File: config.mk
export PLATFORM = sky130hd
export DESIGN_NAME = servo_current_stall_detector_top
export DESIGN_NICKNAME = d
export VERILOG_FILES = /design/src/design/scd_pkg.sv /design/src/design/scd_div.sv /design/src/design/servo_current_stall_detector_top.sv
export SDC_FILE = /design/constraint.sdc
export NUM_CORES = 1
export LEC_CHECK = 0
export ABC_AREA = 1
export BUFFER_PORTS_ARGS = -buffer_cell sky130_fd_sc_hd__buf_2
export CORE_MARGIN = 5
export CORE_UTILIZATION = 35
export CTS_BUF_LIST = sky130_fd_sc_hd__clkbuf_4 sky130_fd_sc_hd__clkbuf_8
export DETAILED_ROUTE_END_ITERATION = 8
export GPL_TIMING_DRIVEN = 1
export PLACE_DENSITY = 0.55
export SETUP_SLACK_MARGIN = 0.02
export SYNTH_ARGS = -nofsm -noshare
export SYNTH_HDL_FRONTEND = slang
export SYNTH_HIERARCHICAL = 1
export SYNTH_SLANG_ARGS = --single-unit
File: constraint.sdc
create_clock -name i_clk -period 5.4 [get_ports i_clk]
set_clock_uncertainty 0.15 [all_clocks]
set_input_delay 0.27 -clock i_clk [delete_from_list [all_inputs] [get_ports i_clk]]
set_output_delay 0.27 -clock i_clk [all_outputs]
set_load 0.01 [all_outputs]
File: src/design/scd_pkg.sv
// shared types and constants of the servo current stall detector
package scd_pkg;

    localparam int ADC_BITS   = 10;
    localparam int CMD_W      = 8;
    localparam int TOL_W      = 11;
    localparam int OP_W       = 2;
    localparam int MARGIN_W   = 14;
    localparam int SIDE_W     = 2;
    localparam int LIMIT_W    = 11;
    localparam int SUM3_W     = ADC_BITS + 2;
    localparam int PROD_W     = 2 * ADC_BITS + 1;
    localparam int MFULL_W    = PROD_W + 3;
    localparam int CFG_IDX_W  = 3;
    localparam int CFG_DATA_W = 11;

    localparam int AVG_COUNT   = 3;
    localparam int STARTUP_MIN = 1;
    localparam int MARGIN_MAX  = 8191;
    localparam int MARGIN_MIN  = -8192;

    localparam logic [OP_W-1:0] OP_BEGIN = 2'd0;
    localparam logic [OP_W-1:0] OP_POLL  = 2'd1;
    localparam logic [OP_W-1:0] OP_STEP  = 2'd2;

    localparam logic [SIDE_W-1:0] SIDE_NONE   = 2'd0;
    localparam logic [SIDE_W-1:0] SIDE_OPEN   = 2'd1;
    localparam logic [SIDE_W-1:0] SIDE_CLOSED = 2'd2;

    localparam logic [CFG_IDX_W-1:0] CFG_CENTER    = 3'd0;
    localparam logic [CFG_IDX_W-1:0] CFG_STOP      = 3'd1;
    localparam logic [CFG_IDX_W-1:0] CFG_STARTUP   = 3'd2;
    localparam logic [CFG_IDX_W-1:0] CFG_NOMINAL   = 3'd3;
    localparam logic [CFG_IDX_W-1:0] CFG_STALL_LVL = 3'd4;
    localparam logic [CFG_IDX_W-1:0] CFG_TOL_LOW   = 3'd5;
    localparam logic [CFG_IDX_W-1:0] CFG_TOL_HIGH  = 3'd6;
    localparam logic [CFG_IDX_W-1:0] CFG_LIMIT     = 3'd7;

    localparam logic [CMD_W-1:0]    CENTER_RESET    = 8'd90;
    localparam logic [ADC_BITS-1:0] STALL_LVL_RESET = 10'd1023;
    localparam logic [LIMIT_W-1:0]  LIMIT_RESET     = 11'd1;

    typedef enum logic [3:0] {
        ST_IDLE,
        ST_DIV3_GO,
        ST_DIV3,
        ST_MUL,
        ST_TDIV_GO,
        ST_TDIV,
        ST_MDIV_GO,
        ST_MDIV,
        ST_DONE
    } t_state;

endpackage

File: src/design/scd_div.sv
// bit-serial restoring divider, one quotient bit per cycle
module scd_div #(
    parameter int DW = 21,
    parameter int VW = 11
) (
    input  logic                     i_clk,
    input  logic                     i_rst_n,
    input  logic                     i_start,
    input  logic [DW-1:0]            i_dividend,
    input  logic [VW-1:0]            i_divisor,
    input  logic [$clog2(DW+1)-1:0]  i_iters,
    output logic                     o_done,
    output logic [DW-1:0]            o_quotient
);

    localparam int CNTW = $clog2(DW + 1);

    logic            r_busy;
    logic            r_done;
    logic [CNTW-1:0] r_cnt;
    logic [VW-1:0]   r_rem;
    logic [VW-1:0]   r_den;
    logic [DW-1:0]   r_quo;
    logic [VW:0]     w_shift;
    logic [VW:0]     w_diff;
    logic            w_ge;

    assign w_shift = {r_rem, r_quo[DW-1]};
    assign w_diff  = w_shift - {1'b0, r_den};
    assign w_ge    = (w_shift >= {1'b0, r_den});

    always_ff @(posedge i_clk) begin
        if (!i_rst_n) begin
            r_busy <= 1'b0;
            r_done <= 1'b0;
            r_cnt  <= '0;
        end else begin
            r_done <= 1'b0;
            if (i_start) begin
                r_busy <= 1'b1;
                r_cnt  <= i_iters;
            end else if (r_busy) begin
                r_cnt <= r_cnt - CNTW'(1);
                if (r_cnt == CNTW'(1)) begin
                    r_busy <= 1'b0;
                    r_done <= 1'b1;
                end
            end
        end
    end

    always_ff @(posedge i_clk) begin
        if (i_start) begin
            r_rem <= '0;
            r_quo <= i_dividend;
            r_den <= i_divisor;
        end else if (r_busy) begin
            r_rem <= w_ge ? w_diff[VW-1:0] : w_shift[VW-1:0];
            r_quo <= {r_quo[DW-2:0], w_ge};
        end
    end

    assign o_done     = r_done;
    assign o_quotient = r_quo;

endmodule

File: src/design/servo_current_stall_detector_top.sv
// servo current stall detector: move state, tolerance map and result register
//
// input channel: one beat per operation (begin, poll, step) with three current
// readings and the drive command; accepted when i_in_valid is high and
// o_in_stall is low. output channel: one result beat per input beat, taken
// when o_out_valid is high and i_out_stall is low. configuration writes go
// through i_cfg_valid / o_cfg_ready, which is always high.
// begin, poll and ignored steps go from accept straight to the done state and
// then into the output register. a step takes the average through the
// bit-serial divider (ADC_BITS+2 bits), then, when a previous level exists and
// the map span is nonzero, a shift-add multiply and a divide by the span
// (2*ADC_BITS+1 bits); the running mean is a divide of
// ADC_BITS+clog2(MAX_STEPS+1) bits.
// one operation is in flight at a time; the next beat is accepted as soon as
// the result is in the output register, even while the receiver stalls.
// a stalled result holds until taken, and a finished operation waits for the
// output register to free. reset clears the move state, loads the register
// reset values and empties the output register.
module servo_current_stall_detector_top #(
    parameter int MAX_STEPS = 1024
) (
    input  logic                                  i_clk,
    input  logic                                  i_rst_n,
    input  logic                                  i_in_valid,
    output logic                                  o_in_stall,
    input  logic [scd_pkg::OP_W-1:0]              i_operation,
    input  logic [scd_pkg::ADC_BITS-1:0]          i_reading_a,
    input  logic [scd_pkg::ADC_BITS-1:0]          i_reading_b,
    input  logic [scd_pkg::ADC_BITS-1:0]          i_reading_c,
    input  logic [scd_pkg::CMD_W-1:0]             i_drive_command,
    output logic                                  o_out_valid,
    input  logic                                  i_out_stall,
    output logic                                  o_started,
    output logic [scd_pkg::ADC_BITS-1:0]          o_sample_level,
    output logic [scd_pkg::ADC_BITS-1:0]          o_mean_load,
    output logic [scd_pkg::ADC_BITS-1:0]          o_peak_level,
    output logic signed [scd_pkg::MARGIN_W-1:0]   o_margin,
    output logic                                  o_stalled,
    output logic [scd_pkg::SIDE_W-1:0]            o_stall_side,
    output logic                                  o_move_done,
    input  logic                                  i_cfg_valid,
    output logic                                  o_cfg_ready,
    input  logic [scd_pkg::CFG_IDX_W-1:0]         i_cfg_index,
    input  logic [scd_pkg::CFG_DATA_W-1:0]        i_cfg_data
);

    localparam int LW   = scd_pkg::ADC_BITS;
    localparam int CW   = scd_pkg::CMD_W;
    localparam int TW   = scd_pkg::TOL_W;
    localparam int OPW  = scd_pkg::OP_W;
    localparam int MGW  = scd_pkg::MARGIN_W;
    localparam int SDW  = scd_pkg::SIDE_W;
    localparam int LMW  = scd_pkg::LIMIT_W;
    localparam int S3W  = scd_pkg::SUM3_W;
    localparam int PW   = scd_pkg::PROD_W;
    localparam int MFW  = scd_pkg::MFULL_W;
    localparam int SW   = $clog2(MAX_STEPS + 1);
    localparam int SUMW = LW + SW;
    localparam int DW   = (PW > SUMW) ? PW : SUMW;
    localparam int VW   = (LW > SW) ? LW : SW;
    localparam int CNTW = $clog2(DW + 1);
    localparam int CMPW = (SW > LMW) ? SW : LMW;
    localparam int MCW  = $clog2(LW + 1);
    localparam logic [CMPW-1:0] MAX_LIMIT = CMPW'(MAX_STEPS);

    scd_pkg::t_state r_state;
    scd_pkg::t_state n_state;

    // configuration
    logic [CW-1:0]        r_center;
    logic                 r_stop;
    logic [LW-1:0]        r_thr;
    logic [LW-1:0]        r_nominal;
    logic [LW-1:0]        r_stall_lvl;
    logic signed [TW-1:0] r_tol_low;
    logic signed [TW-1:0] r_tol_high;
    logic [LMW-1:0]       r_limit;

    // move state
    logic [LW-1:0]   r_prev;
    logic [SUMW-1:0] r_sum;
    logic [SW-1:0]   r_steps;
    logic [LW-1:0]   r_peak;
    logic            r_stall;
    logic [SDW-1:0]  r_side;
    logic            r_start;
    logic [LW-1:0]   r_mean;

    logic [LW-1:0]   n_prev;
    logic [SUMW-1:0] n_sum;
    logic [SW-1:0]   n_steps;
    logic [LW-1:0]   n_peak;
    logic            n_stall;
    logic [SDW-1:0]  n_side;
    logic            n_start;
    logic [LW-1:0]   n_mean;
    logic [LW-1:0]   n_res_sample;
    logic signed [MGW-1:0] n_res_margin;
    logic            n_res_done;

    // operation in flight
    logic [OPW-1:0]        r_op;
    logic [S3W-1:0]        r_sum3;
    logic [LW-1:0]         r_ra;
    logic [CW-1:0]         r_drive;
    logic [LW-1:0]         r_sample;
    logic signed [MFW-1:0] r_tol;
    logic                  r_neg;
    logic [PW-1:0]         r_mcand;
    logic [LW-1:0]         r_mplier;
    logic [PW-1:0]         r_prod;
    logic [MCW-1:0]        r_mcnt;
    logic [LW-1:0]         r_qmean;

    // result register
    logic                  r_out_valid;
    logic                  r_out_started;
    logic [LW-1:0]         r_out_sample;
    logic [LW-1:0]         r_out_mean;
    logic [LW-1:0]         r_out_peak;
    logic signed [MGW-1:0] r_out_margin;
    logic                  r_out_stalled;
    logic [SDW-1:0]        r_out_side;
    logic                  r_out_done;

    logic                  div_start;
    logic [DW-1:0]         div_dividend;
    logic [VW-1:0]         div_divisor;
    logic [CNTW-1:0]       div_iters;
    logic                  div_done;
    logic [DW-1:0]         div_quo;

    logic [CMPW-1:0]       w_limit;
    logic                  w_ended;
    logic                  w_can_step;
    logic                  w_accept;
    logic                  w_out_free;
    logic                  w_commit;
    logic [LW-1:0]         w_quo_lvl;
    logic signed [LW:0]    w_sn;
    logic signed [TW:0]    w_dt;
    logic signed [LW:0]    w_span;
    logic [LW-1:0]         w_sn_mag;
    logic [TW-1:0]         w_dt_mag;
    logic [LW-1:0]         w_span_mag;
    logic [SUMW-1:0]       w_sum_next;
    logic [SW-1:0]         w_steps_next;
    logic signed [MFW-1:0] w_tq;
    logic signed [LW:0]    w_drop;
    logic                  w_measure;
    logic signed [MFW-1:0] w_margin_full;
    logic                  w_trip;

    assign w_limit    = (CMPW'(r_limit) < MAX_LIMIT) ? CMPW'(r_limit) : MAX_LIMIT;
    assign w_ended    = r_stall || (CMPW'(r_steps) >= w_limit);
    assign w_can_step = r_start && !w_ended;
    assign w_accept   = i_in_valid && (r_state == scd_pkg::ST_IDLE);
    assign w_out_free = !r_out_valid || !i_out_stall;
    assign w_commit   = (r_state == scd_pkg::ST_DONE) && w_out_free;

    assign w_quo_lvl  = div_quo[LW-1:0];
    assign w_sn       = $signed({1'b0, w_quo_lvl}) - $signed({1'b0, r_nominal});
    assign w_dt       = $signed({r_tol_high[TW-1], r_tol_high})
                      - $signed({r_tol_low[TW-1], r_tol_low});
    assign w_span     = $signed({1'b0, r_stall_lvl}) - $signed({1'b0, r_nominal});
    assign w_sn_mag   = w_sn[LW] ? LW'(-w_sn) : LW'(w_sn);
    assign w_dt_mag   = w_dt[TW] ? TW'(-w_dt) : TW'(w_dt);
    assign w_span_mag = w_span[LW] ? LW'(-w_span) : LW'(w_span);

    assign w_sum_next   = r_sum + SUMW'(r_sample);
    assign w_steps_next = r_steps + SW'(1);
    assign w_tq         = $signed(MFW'(div_quo[PW-1:0]));

    assign w_measure     = (r_prev != '0);
    assign w_drop        = $signed({1'b0, r_prev}) - $signed({1'b0, r_sample});
    assign w_margin_full = w_measure ? (MFW'(w_drop) + r_tol) : '0;
    assign w_trip        = r_stop && w_measure && w_margin_full[MFW-1];

    scd_div #(
        .DW (DW),
        .VW (VW)
    ) u_div (
        .i_clk      (i_clk),
        .i_rst_n    (i_rst_n),
        .i_start    (div_start),
        .i_dividend (div_dividend),
        .i_divisor  (div_divisor),
        .i_iters    (div_iters),
        .o_done     (div_done),
        .o_quotient (div_quo)
    );

    // next state
    always_comb begin
        n_state = r_state;
        case (r_state)
            scd_pkg::ST_IDLE: begin
                if (i_in_valid) begin
                    if (i_operation == scd_pkg::OP_STEP && w_can_step) begin
                        n_state = scd_pkg::ST_DIV3_GO;
                    end else begin
                        n_state = scd_pkg::ST_DONE;
                    end
                end
            end
            scd_pkg::ST_DIV3_GO: begin
                n_state = scd_pkg::ST_DIV3;
            end
            scd_pkg::ST_DIV3: begin
                if (div_done) begin
                    if (!w_measure || w_span == '0) begin
                        n_state = scd_pkg::ST_MDIV_GO;
                    end else begin
                        n_state = scd_pkg::ST_MUL;
                    end
                end
            end
            scd_pkg::ST_MUL: begin
                if (r_mcnt == MCW'(1)) begin
                    n_state = scd_pkg::ST_TDIV_GO;
                end
            end
            scd_pkg::ST_TDIV_GO: begin
                n_state = scd_pkg::ST_TDIV;
            end
            scd_pkg::ST_TDIV: begin
                if (div_done) begin
                    n_state = scd_pkg::ST_MDIV_GO;
                end
            end
            scd_pkg::ST_MDIV_GO: begin
                n_state = scd_pkg::ST_MDIV;
            end
            scd_pkg::ST_MDIV: begin
                if (div_done) begin
                    n_state = scd_pkg::ST_DONE;
                end
            end
            scd_pkg::ST_DONE: begin
                if (w_out_free) begin
                    n_state = scd_pkg::ST_IDLE;
                end
            end
            default: begin
                n_state = scd_pkg::ST_IDLE;
            end
        endcase
    end

    // divider requests
    always_comb begin
        div_start    = 1'b0;
        div_dividend = '0;
        div_divisor  = '0;
        div_iters    = '0;
        case (r_state)
            scd_pkg::ST_DIV3_GO: begin
                div_start    = 1'b1;
                div_dividend = DW'(r_sum3) << (DW - S3W);
                div_divisor  = VW'(scd_pkg::AVG_COUNT);
                div_iters    = CNTW'(S3W);
            end
            scd_pkg::ST_TDIV_GO: begin
                div_start    = 1'b1;
                div_dividend = DW'(r_prod) << (DW - PW);
                div_divisor  = VW'(w_span_mag);
                div_iters    = CNTW'(PW);
            end
            scd_pkg::ST_MDIV_GO: begin
                div_start    = 1'b1;
                div_dividend = DW'(w_sum_next) << (DW - SUMW);
                div_divisor  = VW'(w_steps_next);
                div_iters    = CNTW'(SUMW);
            end
            default: begin
                div_start = 1'b0;
            end
        endcase
    end

    // state after the operation and its result
    always_comb begin
        n_prev       = r_prev;
        n_sum        = r_sum;
        n_steps      = r_steps;
        n_peak       = r_peak;
        n_stall      = r_stall;
        n_side       = r_side;
        n_start      = r_start;
        n_mean       = r_mean;
        n_res_sample = '0;
        n_res_margin = '0;
        n_res_done   = 1'b0;
        case (r_op)
            scd_pkg::OP_BEGIN: begin
                n_prev  = '0;
                n_sum   = '0;
                n_steps = '0;
                n_peak  = '0;
                n_stall = 1'b0;
                n_side  = scd_pkg::SIDE_NONE;
                n_start = 1'b0;
                n_mean  = '0;
            end
            scd_pkg::OP_POLL: begin
                if (!r_start && (r_thr <= LW'(scd_pkg::STARTUP_MIN) || r_ra >= r_thr)) begin
                    n_start = 1'b1;
                    n_prev  = '0;
                end
            end
            scd_pkg::OP_STEP: begin
                if (r_start) begin
                    if (w_ended) begin
                        n_res_done = 1'b1;
                    end else begin
                        n_res_sample = r_sample;
                        n_prev       = r_sample;
                        n_sum        = w_sum_next;
                        n_steps      = w_steps_next;
                        n_mean       = r_qmean;
                        if (w_measure) begin
                            if (w_margin_full > MFW'(scd_pkg::MARGIN_MAX)) begin
                                n_res_margin = MGW'(scd_pkg::MARGIN_MAX);
                            end else if (w_margin_full < MFW'(scd_pkg::MARGIN_MIN)) begin
                                n_res_margin = MGW'(scd_pkg::MARGIN_MIN);
                            end else begin
                                n_res_margin = w_margin_full[MGW-1:0];
                            end
                            if (r_sample > r_peak) begin
                                n_peak = r_sample;
                            end
                        end
                        if (w_trip) begin
                            n_stall = 1'b1;
                            if (r_drive < r_center) begin
                                n_side = scd_pkg::SIDE_OPEN;
                            end else if (r_drive > r_center) begin
                                n_side = scd_pkg::SIDE_CLOSED;
                            end
                        end
                        n_res_done = n_stall || (CMPW'(w_steps_next) >= w_limit);
                    end
                end
            end
            default: begin
                n_res_done = 1'b0;
            end
        endcase
    end

    always_ff @(posedge i_clk) begin
        if (!i_rst_n) begin
            r_state     <= scd_pkg::ST_IDLE;
            r_center    <= scd_pkg::CENTER_RESET;
            r_stop      <= 1'b1;
            r_thr       <= '0;
            r_nominal   <= '0;
            r_stall_lvl <= scd_pkg::STALL_LVL_RESET;
            r_tol_low   <= '0;
            r_tol_high  <= '0;
            r_limit     <= scd_pkg::LIMIT_RESET;
            r_prev      <= '0;
            r_sum       <= '0;
            r_steps     <= '0;
            r_peak      <= '0;
            r_stall     <= 1'b0;
            r_side      <= scd_pkg::SIDE_NONE;
            r_start     <= 1'b0;
            r_mean      <= '0;
            r_out_valid <= 1'b0;
        end else begin
            r_state <= n_state;
            if (i_cfg_valid) begin
                case (i_cfg_index)
                    scd_pkg::CFG_CENTER:    r_center    <= i_cfg_data[CW-1:0];
                    scd_pkg::CFG_STOP:      r_stop      <= i_cfg_data[0];
                    scd_pkg::CFG_STARTUP:   r_thr       <= i_cfg_data[LW-1:0];
                    scd_pkg::CFG_NOMINAL:   r_nominal   <= i_cfg_data[LW-1:0];
                    scd_pkg::CFG_STALL_LVL: r_stall_lvl <= i_cfg_data[LW-1:0];
                    scd_pkg::CFG_TOL_LOW:   r_tol_low   <= $signed(i_cfg_data[TW-1:0]);
                    scd_pkg::CFG_TOL_HIGH:  r_tol_high  <= $signed(i_cfg_data[TW-1:0]);
                    scd_pkg::CFG_LIMIT:     r_limit     <= i_cfg_data[LMW-1:0];
                    default: begin
                        r_limit <= r_limit;
                    end
                endcase
            end
            if (w_commit) begin
                r_prev      <= n_prev;
                r_sum       <= n_sum;
                r_steps     <= n_steps;
                r_peak      <= n_peak;
                r_stall     <= n_stall;
                r_side      <= n_side;
                r_start     <= n_start;
                r_mean      <= n_mean;
                r_out_valid <= 1'b1;
            end else if (!i_out_stall) begin
                r_out_valid <= 1'b0;
            end
        end
    end

    always_ff @(posedge i_clk) begin
        if (w_accept) begin
            r_op    <= i_operation;
            r_sum3  <= S3W'(i_reading_a) + S3W'(i_reading_b) + S3W'(i_reading_c);
            r_ra    <= i_reading_a;
            r_drive <= i_drive_command;
        end
        if (r_state == scd_pkg::ST_DIV3 && div_done) begin
            r_sample <= w_quo_lvl;
            r_tol    <= MFW'(r_tol_low);
            r_neg    <= w_sn[LW] ^ w_dt[TW] ^ w_span[LW];
            r_mcand  <= PW'(w_dt_mag);
            r_mplier <= w_sn_mag;
            r_prod   <= '0;
            r_mcnt   <= MCW'(LW);
        end
        if (r_state == scd_pkg::ST_MUL) begin
            if (r_mplier[0]) begin
                r_prod <= r_prod + r_mcand;
            end
            r_mcand  <= {r_mcand[PW-2:0], 1'b0};
            r_mplier <= {1'b0, r_mplier[LW-1:1]};
            r_mcnt   <= r_mcnt - MCW'(1);
        end
        if (r_state == scd_pkg::ST_TDIV && div_done) begin
            r_tol <= (r_neg ? -w_tq : w_tq) + MFW'(r_tol_low);
        end
        if (r_state == scd_pkg::ST_MDIV && div_done) begin
            r_qmean <= div_quo[LW-1:0];
        end
        if (w_commit) begin
            r_out_started <= n_start;
            r_out_sample  <= n_res_sample;
            r_out_mean    <= n_mean;
            r_out_peak    <= n_peak;
            r_out_margin  <= n_res_margin;
            r_out_stalled <= n_stall;
            r_out_side    <= n_side;
            r_out_done    <= n_res_done;
        end
    end

    assign o_in_stall     = (r_state != scd_pkg::ST_IDLE);
    assign o_cfg_ready    = 1'b1;
    assign o_out_valid    = r_out_valid;
    assign o_started      = r_out_started;
    assign o_sample_level = r_out_sample;
    assign o_mean_load    = r_out_mean;
    assign o_peak_level   = r_out_peak;
    assign o_margin       = r_out_margin;
    assign o_stalled      = r_out_stalled;
    assign o_stall_side   = r_out_side;
    assign o_move_done    = r_out_done;

endmodule

**Yosys cells after proc, flatten, opt, wreduce, memory -nomap -nowiden**

Cells that the tools add are included.

- Flip-flop bits (word level): 375
- Input bits: 59
- Logic and storage cells: 239

- Bitwise operators: 7
- Equal/unequal tests: 30
- Magnitude comparators: 11
- Muxes and demuxes: 77
- $add $sub $neg: 18
- Reductions and logical operators: 49

Operators with widths:

| operator | count |
|---|---|
| 21-bit two-way mux | 9 |
| 10-bit two-way mux | 11 |
| 24-bit two-way mux | 4 |
| 21-bit case mux with 3 select lines | 1 |
| 11-bit two-way mux | 5 |
| 21-bit case mux with 2 select lines | 1 |
| 10-bit case mux with 2 select lines | 2 |
| 4-bit two-way mux | 9 |
| 4-bit case mux with 9 select lines | 1 |
| 11-bit case mux with 3 select lines | 1 |
| 10-bit by 10-bit subtractor with 11-bit output | 3 |
| 10-bit case mux with 3 select lines | 1 |
| 24-bit by 11-bit adder with 24-bit output | 1 |
| 24-bit adder | 1 |
| 24-bit by 14-bit > comparator with 1-bit output, second input constant | 1 |
| 24-bit by 14-bit < comparator with 1-bit output, second input constant | 1 |
| 21-bit negator with 24-bit output | 1 |
| 11-bit greater-or-equal comparator | 2 |
| 11-bit case mux with 2 select lines | 1 |
| 21-bit by 10-bit adder with 21-bit output | 1 |
| 21-bit adder | 1 |
| 10-bit negator | 2 |
| 9-bit two-way mux | 2 |
| 2-bit AND reduction | 9 |
| 56 further kinds | 121 |

**Longest topological paths before layout**

Gate-level depths: netlist (run 1).

- Depth after elaboration: 11
- Gate-level depth with buffers: 34
- Mapped depth without buffers: 34

**Hierarchy**

The synthesis (run 1) kept the hierarchy.

By module, submodules not included:

| module | area each (um^2) | cells an instance | times used |
|---|---|---|---|
| servo_current_stall_detector_top | 22076.2 | 2935 | 1 |
| scd_div | 2907.8 | 364 | 1 |

**Worst setup path before layout (run 1)**

No wires, ideal clock.

- Path kind: reg2reg
- Start: reg r_sample[2]
- End: reg r_out_margin[10] (netlist: o_margin[10]) (data pin)
- Data arrival time: 3.339 ns
- Library setup time: 0.263 ns
- Data required time: 4.987 ns
- Cell stages (with the launch flop): 30
- Path slack: 1.648 ns
- Cell sequence: edfxtp_1 > inv_1 > ha_1 > a21oi_1 > nand2_1 > a21oi_1 > o21bai_1 > nand2_1 > nand2_1 > nand2_1 > nand2_1 > nand2_1 > nand2_1 > a21oi_1 > xnor2_1 > ha_1 > nand2_1 > inv_1 > nand2_2 > inv_1 > a21oi_2 > nand3_1 > nand2_1 > nor2_2 > nand3b_1 > nor2_1 > nand3b_1 > nand2_2 > buf_6 > a21oi_2

- Word-level cells in the longest chain between the ends: 6
- Elaborated cells on any way between the ends: 7
- Those cells by class: add/sub: 2; order compare: 2; mux: 3

Ends and longest elaborated chain:

| item | line | source |
|---|---|---|
| start: declaration | servo_current_stall_detector_top.sv:106 | `logic [LW-1:0] r_sample;` |
| start signal: assignment | servo_current_stall_detector_top.sv:412 | `r_sample <= w_quo_lvl;` |
| 10-bit by 10-bit subtractor with 11-bit output * | servo_current_stall_detector_top.sv:175 | `assign w_drop = $signed({1'b0, r_prev}) - $signed({1'b0, r_sample});` |
| 24-bit adder * | servo_current_stall_detector_top.sv:176 | `assign w_margin_full = w_measure ? (MFW'(w_drop) + r_tol) : '0;` |
| 24-bit two-way mux * | servo_current_stall_detector_top.sv:176 |  |
| 24-bit by 14-bit < comparator with 1-bit output | servo_current_stall_detector_top.sv:324 | `end else if (w_margin_full < MFW'(scd_pkg::MARGIN_MIN)) begin` |
| 14-bit two-way mux | servo_current_stall_detector_top.sv:324 |  |
| 13-bit two-way mux * | servo_current_stall_detector_top.sv:322 | `if (w_margin_full > MFW'(scd_pkg::MARGIN_MAX)) begin` |
| end signal: assignment | servo_current_stall_detector_top.sv:439 | `r_out_margin <= n_res_margin;` |
| end: declaration | servo_current_stall_detector_top.sv:121 | `logic signed [MGW-1:0] r_out_margin;` |

Mark *: on every way between the ends. The rest lies on a longest branch, timed or not.
A chain may end at the register's enable or synchronous reset.

**Worst setup path after layout (run 1)**

- Start: reg r_sample[2]
- End: reg r_out_margin[12] (netlist: o_margin[12]) (data pin)

Same word-level chain as after synthesis.

==> run_results.csv, run 1 <==
group,metric,value,unit
critical_path,crit_path_max_incr_delay,470,ps
timing,max_freq,223,MHz
route,drt-pass1-iter-count,5,
timing,setup_viol,0,
clock_tree,cts-root-buf,"clkbuf_8",
die,core.rowCount,98,
timing,fin_crit,4490,ps
synthesis,synth-main-ff-cell,"edfxtp_1",
clock_tree,insertion_delay,670,ps
grt,grt_use_total,18.6,%
timing,tightestPinTransition,1140,ps
grt,antenna_found_initial,0,
route,routedWlPerCell,16.3,um
synthesis,syn_avg_cell_area,7.57,um^2
grt,grt_first_pass_wirelength,116000,um
timing,hold_viol,0,
critical_path,r2r_cells,28,
timing,maxSlewViolCount,0,
cells_and_area,regArea,9420,um^2
cells_and_area,layout_commonest_cell,"nand2_1",
synthesis,ys_ff_latch,375,
die,die-width,277,um
synthesis,synth.area.mux_share,0,%
route,drc,0,
min_path,min_path_type,"input port to flop",
synthesis,synth_top_family_by_area,"simple AND/OR/NAND/NOR gates",
grt,grt_max_degree,74,
cells_and_area,drive_above_1_share,10.3,%
cells_and_area,instances_no_fill,4474,
cells_and_area,design_area,28600,um^2
route,ant_nets,0,
critical_path,cp_top_family,"simple AND/OR/NAND/NOR gates",
clock_tree,cts_made_buffers,70,
synthesis,synth_compound_area_share,13.1,%
clock_tree,cts.sinks,375,
critical_path,critPathMostFrequentCell,"nand2_1",
critical_path,required,5640,ps
synthesis,synth_area,25000,um^2
cells_and_area,area_growth,14.3,%
synthesis,yosys.area_share.simple,25.1,%
synthesis,synth_nets,3574,
synthesis,yosysTopAreaCell,"edfxtp_1",
route,via_per_inst,4.89,
min_path,min_path_cells,3,
die,core_area,71100,um^2
cells_and_area,nNetsFinal,3743,
critical_path,crit_fanout,14,
critical_path,worst-path-stages,28,
critical_path,slowest_stage,"edfxtp_1",
critical_path,worst_setup_path_end_kind,"flop",
placement,place_area,26500,um^2
synthesis,synth_top_area_share,23.0,%
placement,dpl.cell_count,4299,
clock_tree,htree_levels,3,
die,initial_core_util,35.1,%
run,max-cap-violations,0,
cells_and_area,multi_input_area,13500,um^2
route,drt-total-wl,73100,um
critical_path,cp_num_buf_inv,1,
power_and_ir_drop,power.density,284,nW/um^2
timing,slew_headroom,24.0,%
clock_tree,path_clk_slew,60,ps
synthesis,syn_inst,3299,
die,die_area,76800,um^2
cells_and_area,diodes,0,
synthesis,synthAdderAreaFrac,11.4,%
cells_and_area,nFillCells,7466,
clock_tree,cts_tree,"yes",
synthesis,synth_edf_count,191,
power_and_ir_drop,p_leak,0.0131,uW
clock_tree,cts_resized,0,
route,drtIter0Drc,1452,
synthesis,synth_xor_area_share,4.42,%
die,ios,111,
power_and_ir_drop,ir_drop,196,uV
synthesis,yosysUniqueCellTypes,68,
clock_tree,clockBufferDepth,3,
route,via_count,21894,
critical_path,path_class,"flop to flop",
synthesis,seq_area_frac_synth,37.7,%
synthesis,yosysWarnings,6,
timing,rsz0062_at_grt,"false",
placement,io_buffers,109,
grt,overflow,0,
placement,post-dp-hpwl,56000,um
placement,place.gp.congestion,0.920,
synthesis,ys_async_sr_fraction,0,%
critical_path,startpoint_type,"flop",
critical_path,crit_arrival,4730,ps
timing,fin_tns_setup,0,ps
clock_tree,postCtsSetupBuffers,0,
synthesis,synth_area_leaders,"edfxtp_1 (23%), dfxtp_1 (15%), nand2_1 (13%), ha_1 (9.8%), inv_1 (6.4%)",
grt,grt_pass1_vias,20860,
die,die_y,277,um
timing,timing.final.crit_share,83.2,%
status,outcome,"complete, no violations",
cells_and_area,layout_common_cells,"nand2_1 (838), inv_1 (429), nor2_1 (256), a21oi_1 (247), o21ai_0 (220)",
## cell usage after synthesis (4+ instances only)
| cell type | instances |
|---|---|
| nand3_2 | 10 |
| a21oi_2 | 14 |
| a21oi_1 | 247 |
| o22ai_1 | 4 |
| or2_2 | 4 |
| ha_1 | 196 |
| nor4_1 | 7 |
| buf_2 | 9 |
| nor2_4 | 5 |
| edfxtp_1 | 191 |
| clkbuf_1 | 66 |
| o21ai_1 | 6 |
| inv_2 | 8 |
| nand3b_1 | 13 |
| nor2_1 | 259 |
| inv_1 | 429 |
| nor3_1 | 24 |
| nand4_1 | 40 |
| nand3_1 | 205 |
| a21o_1 | 7 |
| a21boi_0 | 4 |
| buf_6 | 4 |
| o21a_1 | 5 |
| dfxtp_1 | 184 |
| nor2_2 | 14 |
| o21ai_0 | 221 |
| xor2_1 | 74 |
| nand2_2 | 31 |
| a22oi_1 | 10 |
| fa_1 | 20 |
| xnor2_1 | 52 |
| a31oi_1 | 8 |
| a22o_1 | 7 |
| o21bai_1 | 23 |
| clkinv_1 | 4 |
| o211ai_1 | 11 |
| nand2_1 | 838 |
## repair_timing
item | 4_1_cts | 5_1_grt
setup endpoints to repair | 0 | 0
endpoints found under the hold margin | 99 | 0
hold buffers | 47 | 0
## per-layer routing
| layer | GRT usage (%) | wire length [um] | up-vias |
|---|---|---|---|
| li1 | - | - | 11246 |
| met1 | 25.5 | 34500 | 10103 |
| met5 | 0 | 0 | - |
| met4 | 5.25 | 1850 | 0 |
| met3 | 2.55 | 3220 | 105 |
| met2 | 31.0 | 33600 | 440 |
## worst min-delay path, cell delays in order
cell and delay [ps]:
buf_2 90, fa_1 170, ha_1 170
## registers in the layout (all words and copies together) (netlist names), 11 cells and up
name,count
o_margin,14
r_tol_high,11
u_div/r_rem,11
r_sum3,12
r_limit,11
r_sum,21
r_mcand,21
u_div/o_quotient,21
r_tol,24
r_tol_low,11
r_prod,21
r_steps,11
u_div/r_den,11
## logic make-up (layout without fill, tap and decap cells)
group                      after synthesis  after routing
DFF                                    375            375
adders and majority gates              216            216
and+or+nand+nor                       1467           1467
buffers and inverters                  527            752
AOI/OAI and AO/OA                      586            586
other                                    2              2
xor gates and xnor gates               126            126
## power breakdown
| part | total (uW) | leakage [uW] | switching, uW | internal (uW) |
|---|---|---|---|---|
| Combinational | 1780 | 0.00906 | 1180 | 602 |
| Clock | 3070 | 0.000813 | 1290 | 1780 |
| Sequential | 3260 | 0.00327 | 88.3 | 3170 |
## final timing paths
check / start / to / slack, ps
worst max-delay path: r_sample[2]$_DFFE_PP_ / o_margin[12]$_SDFFCE_PP0P_ / 910
worst min-delay path: i_reading_b[1] / r_sum3[1]$_DFFE_PP_ / 40
worst max register to register: r_sample[2]$_DFFE_PP_ / o_margin[12]$_SDFFCE_PP0P_ / 910
worst min register to register: r_stall_lvl[8]$_SDFFE_PN1P_ / r_stall_lvl[8]$_SDFFE_PN1P_ / 310
## area by class of cell
cell class	instances	area share (%)
Timing Repair Buffer	183	4.31
Clock inverter	21	0.876
Sequential cell	375	33.0
Tap cell	950	4.16
Clock buffer	107	4.54
Inverter	441	5.80
Multi-Input combinational cell	2397	47.3
## per-stage QoR
step	utilization (%)	hold slack, ps	worst slack (ps)	total power, uW
3_3_place_gp	37.3	297	956	5070
3_5_place_dp	37.3	298	883	5080
2_1_floorplan	-	219	1650	4600
5_1_grt	40.2	28.5	446	8580
4_1_cts	40.2	7.17	880	8210
6_report	40.2	36.6	909	8110
(Power assumes the default switching activity.)
==> run 2: changes to the inputs <==
clock period = 4.7 ns   (was 5.4 ns; I/O delays follow)
==> run 2 against run 1 <==
Sequential power up 15%. Core utilization about the same. Sequential cell count unchanged.
==> run_results.csv, run 2 (synthesized netlist as in run 1, its figures left out) <==
group,metric,value,unit
clock_tree,cts_tree,"yes",
power_and_ir_drop,p_sw_share,32.5,%
power_and_ir_drop,pwr-share-seq,41.6,%
critical_path,required,4900,ps
placement,dpl.cell_count,4312,
grt,grt_max_degree,74,
placement,post-dp-hpwl,56900,um
route,via_per_inst,4.89,
status,outcome,"complete, no violations",
grt,antenna_found_initial,2,
timing,setup_viol,0,
cells_and_area,layout_common_cells,"nand2_1 (838), inv_1 (428), nor2_1 (256), a21oi_1 (247), o21ai_0 (220)",
cells_and_area,area_growth,14.3,%
cells_and_area,fin_util,40.1,%
critical_path,path_class,"flop to flop",
grt,grt_first_pass_wirelength,116000,um
timing,tightestPinTransition,1170,ps
critical_path,cp_num_buf_inv,3,
route,via_count,21950,
clock_tree,htree_levels,3,
power_and_ir_drop,clockPowerShare,35.5,%
critical_path,crit_arrival,4460,ps
critical_path,crit_path_cell_trace,"inv_2, ha_1, inv_1, nor3_2, nand3_1, nor3_2, nand2_1, o31ai_2, nand2_1, nor2_1, o21ai_0, ha_1, inv_1, nor3_1, nand4_1, nor2_1, nand2_1, o211ai_1, nand2_1, nand2_1, nor2_1, xor2_1",
grt,grt_use_total,18.8,%
clock_tree,clockBufferDepth,3,
power_and_ir_drop,p_leak,0.0132,uW
critical_path,crit_fanout,4,
die,die-width,277,um
clock_tree,cts_made_buffers,69,
power_and_ir_drop,p_sw,2920,uW
route,routedWlPerCell,16.6,um
placement,place_area,26600,um^2
timing,slew_headroom,21.8,%
min_path,min_path_type,"input port to flop",
placement,place.gp.congestion,0.907,
timing,timing.final.crit_share,90.5,%
critical_path,worst_setup_path_end_kind,"flop",
grt,overflow,0,
die,ios,111,
timing,fin_tns_setup,0,ps
run,max-cap-violations,0,
grt,grt_pass1_vias,20809,
cells_and_area,instances_no_fill,4489,
cells_and_area,top_register,"r_tol",
die,core_area,71100,um^2
power_and_ir_drop,ir_drop,236,uV
power_and_ir_drop,power.density,315,nW/um^2
route,drtIter0Drc,1543,
die,initial_core_util,35.1,%
die,die_y,277,um
timing,rsz0062_at_grt,"false",
route,ant_nets,0,
cells_and_area,nNetsFinal,3759,
timing,maxSlewViolCount,0,
cells_and_area,drive_above_1_share,10.7,%
critical_path,slowest_stage,"edfxtp_1",
cells_and_area,layout_commonest_cell,"nand2_1",
cells_and_area,design_area,28500,um^2
clock_tree,cts-root-buf,"clkbuf_8",
power_and_ir_drop,p_int,6080,uW
die,core.rowCount,98,
clock_tree,insertion_delay,660,ps
power_and_ir_drop,comb_power_share,23.0,%
cells_and_area,largest_reg_flops,24,
route,drt-pass1-iter-count,5,
power_and_ir_drop,fin_total_pwr,9000,uW
route,drc,0,
route,drt-total-wl,74600,um
clock_tree,cts.sinks,375,
timing,hold_viol,0,
critical_path,cp_top_family,"simple AND/OR/NAND/NOR gates",
critical_path,crit_path_max_incr_delay,500,ps
clock_tree,path_clk_slew,60,ps
die,die_area,76800,um^2
timing,max_freq,235,MHz
timing,fin_crit,4250,ps
critical_path,critPathMostFrequentCell,"nand2_1",
cells_and_area,nFillCells,7427,
placement,io_buffers,109,
cells_and_area,diodes,0,
critical_path,startpoint_type,"flop",
[run 2: changes by cell type in the layout (fill, tap and decap cells not counted), sizes merged]
cell         previous run  this run
clkbuf                107       106
clkinv                 15        20
inv                   440       439
buf                   136       151
dlygate4sd3            47        49
bufinv                  5         0
[run 2: worst paths after layout]
kind	from	endpoint	slack, ps	cells past startpoint
setup / recovery	u_div/o_quotient[0]$_DFFE_PP_	r_tol[23]$_DFFE_PP_	450	22
hold / removal	i_rst_n	r_nominal[7]$_SDFFE_PN0P_	110	3
setup reg to reg	u_div/o_quotient[0]$_DFFE_PP_	r_tol[23]$_DFFE_PP_	450	22
hold reg to reg	r_tol_high[0]$_SDFFE_PN0P_	r_tol_high[0]$_SDFFE_PN0P_	310	2
[run 2: area by class of cell]
type	count	area, um^2	share of cell area, %
Clock buffer	106	1280	4.47
Clock inverter	20	106	0.373
Inverter	441	1660	5.80
Multi-Input combinational cell	2397	13500	47.4
Sequential cell	375	9420	33.0
Tap cell	950	1190	4.16
Timing Repair Buffer	200	1360	4.78
[run 2: power by group through the flow]
| stage | clock [uW] | sequential (uW) | combinational [uW] |
|---|---|---|---|
| 3_5_place_dp | 0 | 3810 | 2020 |
| 4_1_cts | 3290 | 3740 | 2060 |
| 3_3_place_gp | 0 | 3810 | 2020 |
| 2_1_floorplan | 0 | 3790 | 1490 |
| 6_report | 3190 | 3740 | 2070 |
| 5_1_grt | 3440 | 3760 | 2320 |
[run 2: per-stage QoR]
step                      worst slack [ps]  hold WS, ps
final                                  447          106
after global routing                  31.4         84.4
after floorplan                        948          184
after global placement                 197          262
after detailed placement               189          263
after CTS                              144         45.3
[run 2: worst reg2reg max path: cells and delay by family, from the launching register on]
kind	cells	cell delay, ps
simple gates	13	1760
compound gates	3	590
fa+ha+maj	2	510
flops	1	500
buf+inv	3	290
xor+xnor	1	130
[run 2: layer usage]
metal  share of wire (%)  global-route usage (%)  wire (um)
met3                 4.9                    2.94       3620
met5              0.0094                       0          7
met1                  46                    25.5      34600
met4                 2.4                    4.78       1790
met2                  46                    31.6      34500
[run 2: timing repair]
| item | 4_1_cts | 5_1_grt |
|---|---|---|
| endpoints found under the hold margin | 100 | 0 |
| setup endpoints to repair | 0 | 18 |
| buffers inserted | 0 | 2 |
| hold buffers | 49 | 0 |
| resized for setup | 0 | 5 |
==> run 3: changes to the inputs <==
GPL_TIMING_DRIVEN = 0   (was 1)
==> run 3 against run 2 <==
Combinational power rose by 7%. Critical endpoint is now o_margin[6]$_SDFFCE_PP0P_. Non-clock buffer count rose by 77. Worst hold slack got worse by 0.77 ps.
==> run_results.csv, run 3 (synthesized netlist as in run 1, its figures left out) <==
group,metric,value,unit
route,ant_nets,0,
placement,place.gp.congestion,0.931,
timing,setup_viol,0,
die,core.rowCount,98,
die,die_y,277,um
die,initial_core_util,35.1,%
timing,fin_crit,4470,ps
cells_and_area,layout_commonest_cell,"nand2_1",
power_and_ir_drop,ir_drop,269,uV
route,via_per_inst,4.87,
timing,timing.final.crit_share,95.1,%
grt,antenna_found_initial,0,
placement,place_area,26800,um^2
cells_and_area,regArea,9420,um^2
min_path,min_path_type,"input port to flop",
die,die-width,277,um
grt,overflow,0,
timing,tightestPinTransition,1200,ps
cells_and_area,multi_input_area,13600,um^2
critical_path,critPathMostFrequentCell,"nand2_1",
route,drt-pass1-iter-count,7,
status,outcome,"complete, no violations",
placement,post-dp-hpwl,59600,um
route,via_count,22267,
critical_path,endpoint,"o_margin[6]$_SDFFCE_PP0P_",
clock_tree,clockBufferDepth,3,
critical_path,cp_num_buf_inv,3,
timing,maxSlewViolCount,0,
cells_and_area,instances_no_fill,4571,
critical_path,crit_fanout,5,
cells_and_area,nFillCells,7444,
cells_and_area,diodes,0,
route,drt-total-wl,76800,um
critical_path,crit_path_start,"r_sample[0]$_DFFE_PP_",
grt,grt_first_pass_wirelength,119000,um
critical_path,crit_path_max_incr_delay,500,ps
critical_path,rrSetupSlack,230,ps
critical_path,crit_path_cell_trace,"ha_1, inv_1, fa_1, a31oi_1, o21ai_0, a31oi_1, xnor2_1, ha_1, nand2_2, inv_1, nand2_1, nand2_1, a21oi_2, nand3_1, nand2_1, nor2_2, nand3b_1, nor2_2, nand3b_1, nand2_2, clkbuf_16, a21oi_2",
grt,grt_use_total,19.4,%
cells_and_area,design_area,29100,um^2
timing,max_freq,224,MHz
timing,rsz0062_at_grt,"false",
clock_tree,cts-root-buf,"clkbuf_8",
run,max-cap-violations,0,
critical_path,slowest_stage,"edfxtp_1",
route,routedWlPerCell,16.8,um
die,core_area,71100,um^2
power_and_ir_drop,fin_total_pwr,9340,uW
placement,dpl.cell_count,4359,
timing,holdWs,105,ps
critical_path,required,4940,ps
critical_path,worst_setup_path_end_kind,"flop",
power_and_ir_drop,power.density,321,nW/um^2
clock_tree,cts_tree,"yes",
clock_tree,cts_made_buffers,71,
clock_tree,insertion_delay,680,ps
critical_path,cp_top_family,"simple AND/OR/NAND/NOR gates",
critical_path,worst-path-stages,22,
cells_and_area,layout_common_cells,"nand2_1 (835), inv_1 (424), nor2_1 (257), a21oi_1 (244), o21ai_0 (219)",
cells_and_area,area_growth,16.5,%
die,die_area,76800,um^2
clock_tree,cts.sinks,375,
power_and_ir_drop,p_leak,0.0133,uW
clock_tree,path_clk_slew,60,ps
cells_and_area,nNetsFinal,3838,
route,drtIter0Drc,1440,
grt,grt_max_degree,59,
critical_path,crit_arrival,4710,ps
critical_path,startpoint_type,"flop",
critical_path,rr_endpoint,"o_margin[6]$_SDFFCE_PP0P_",
cells_and_area,drive_above_1_share,11.0,%
grt,grt_pass1_vias,20970,
timing,slew_headroom,19.8,%
placement,io_buffers,108,
cells_and_area,largest_reg_flops,24,
timing,hold_viol,0,
clock_tree,htree_levels,3,
die,ios,111,
critical_path,timing.rr.start,"r_sample[0]$_DFFE_PP_",
cells_and_area,top_register,"r_tol",
route,drc,0,
critical_path,r2r_cells,22,
critical_path,path_class,"flop to flop",
run 3: cell count changes in the layout (fill, tap and decap cells not counted), sizes merged:
cell	change
clkbuf	+63
clkinv	+9
inv	-2
buf	+9
dlygate4sd3	+1
bufinv	+2
run 3: worst min path at each step:
| stage | start | endpoint | depth (start not counted) |
|---|---|---|---|
| after floorplan | i_drive_command[0] | r_drive[0]$_DFFE_PP_ | 0 |
| after global placement | i_drive_command[4] | r_drive[4]$_DFFE_PP_ | 1 |
| after detailed placement | i_drive_command[1] | r_drive[1]$_DFFE_PP_ | 1 |
| after CTS | i_reading_b[9] | r_sum3[9]$_DFFE_PP_ | 4 |
| after global routing | i_reading_b[9] | r_sum3[9]$_DFFE_PP_ | 4 |
| final | i_reading_b[9] | r_sum3[9]$_DFFE_PP_ | 4 |
run 3: layout make-up:
type | instances | area share, %
Buffer | 86 | 1.43
Multi-Input combinational cell | 2397 | 46.7
Clock buffer | 102 | 4.50
Sequential cell | 375 | 32.4
Clock inverter | 29 | 0.628
Inverter | 441 | 5.70
Timing Repair Buffer | 191 | 4.60
Tap cell | 950 | 4.08
run 3: tightest hold or removal path, stage by stage:
cell and delay [ps]:
buf_2 90, fa_1 150, ha_1 180, xor2_1 80
run 3: metal layers:
metal | up-vias | global-route usage [%] | part of all wire, %
li1 | 11423 | - | -
met5 | - | 0 | 0
met3 | 108 | 2.87 | 4.9
met1 | 10211 | 26.1 | 46
met2 | 525 | 33.0 | 47
met4 | 0 | 4.83 | 2.4
run 3: power breakdown:
group / switching [uW] / internal [uW] / total [uW]
combinational: 1430 / 793 / 2220
sequential: 95.8 / 3640 / 3740
clock: 1480 / 1900 / 3390
run 3: repair_timing:
item | in CTS | in global routing
cloned | 0 | 1
setup buffers | 0 | 30
hold buffers | 50 | 0
pin swaps | 0 | 9
setup endpoints to repair | 12 | 23
resized for setup | 1 | 22
endpoints found under the hold margin | 121 | 0
run 3: through the flow:
| step | TNS [ps] | utilization (%) | worst slack (ps) |
|---|---|---|---|
| 2_1_floorplan | 0 | - | 948 |
| 3_3_place_gp | 0 | 37.6 | 18.5 |
| 3_5_place_dp | -52.3 | 37.6 | -14.6 |
| 4_1_cts | 0 | 40.4 | 33.9 |
| 5_1_grt | 0 | 40.9 | 10.4 |
| 6_report | 0 | 40.9 | 229 |
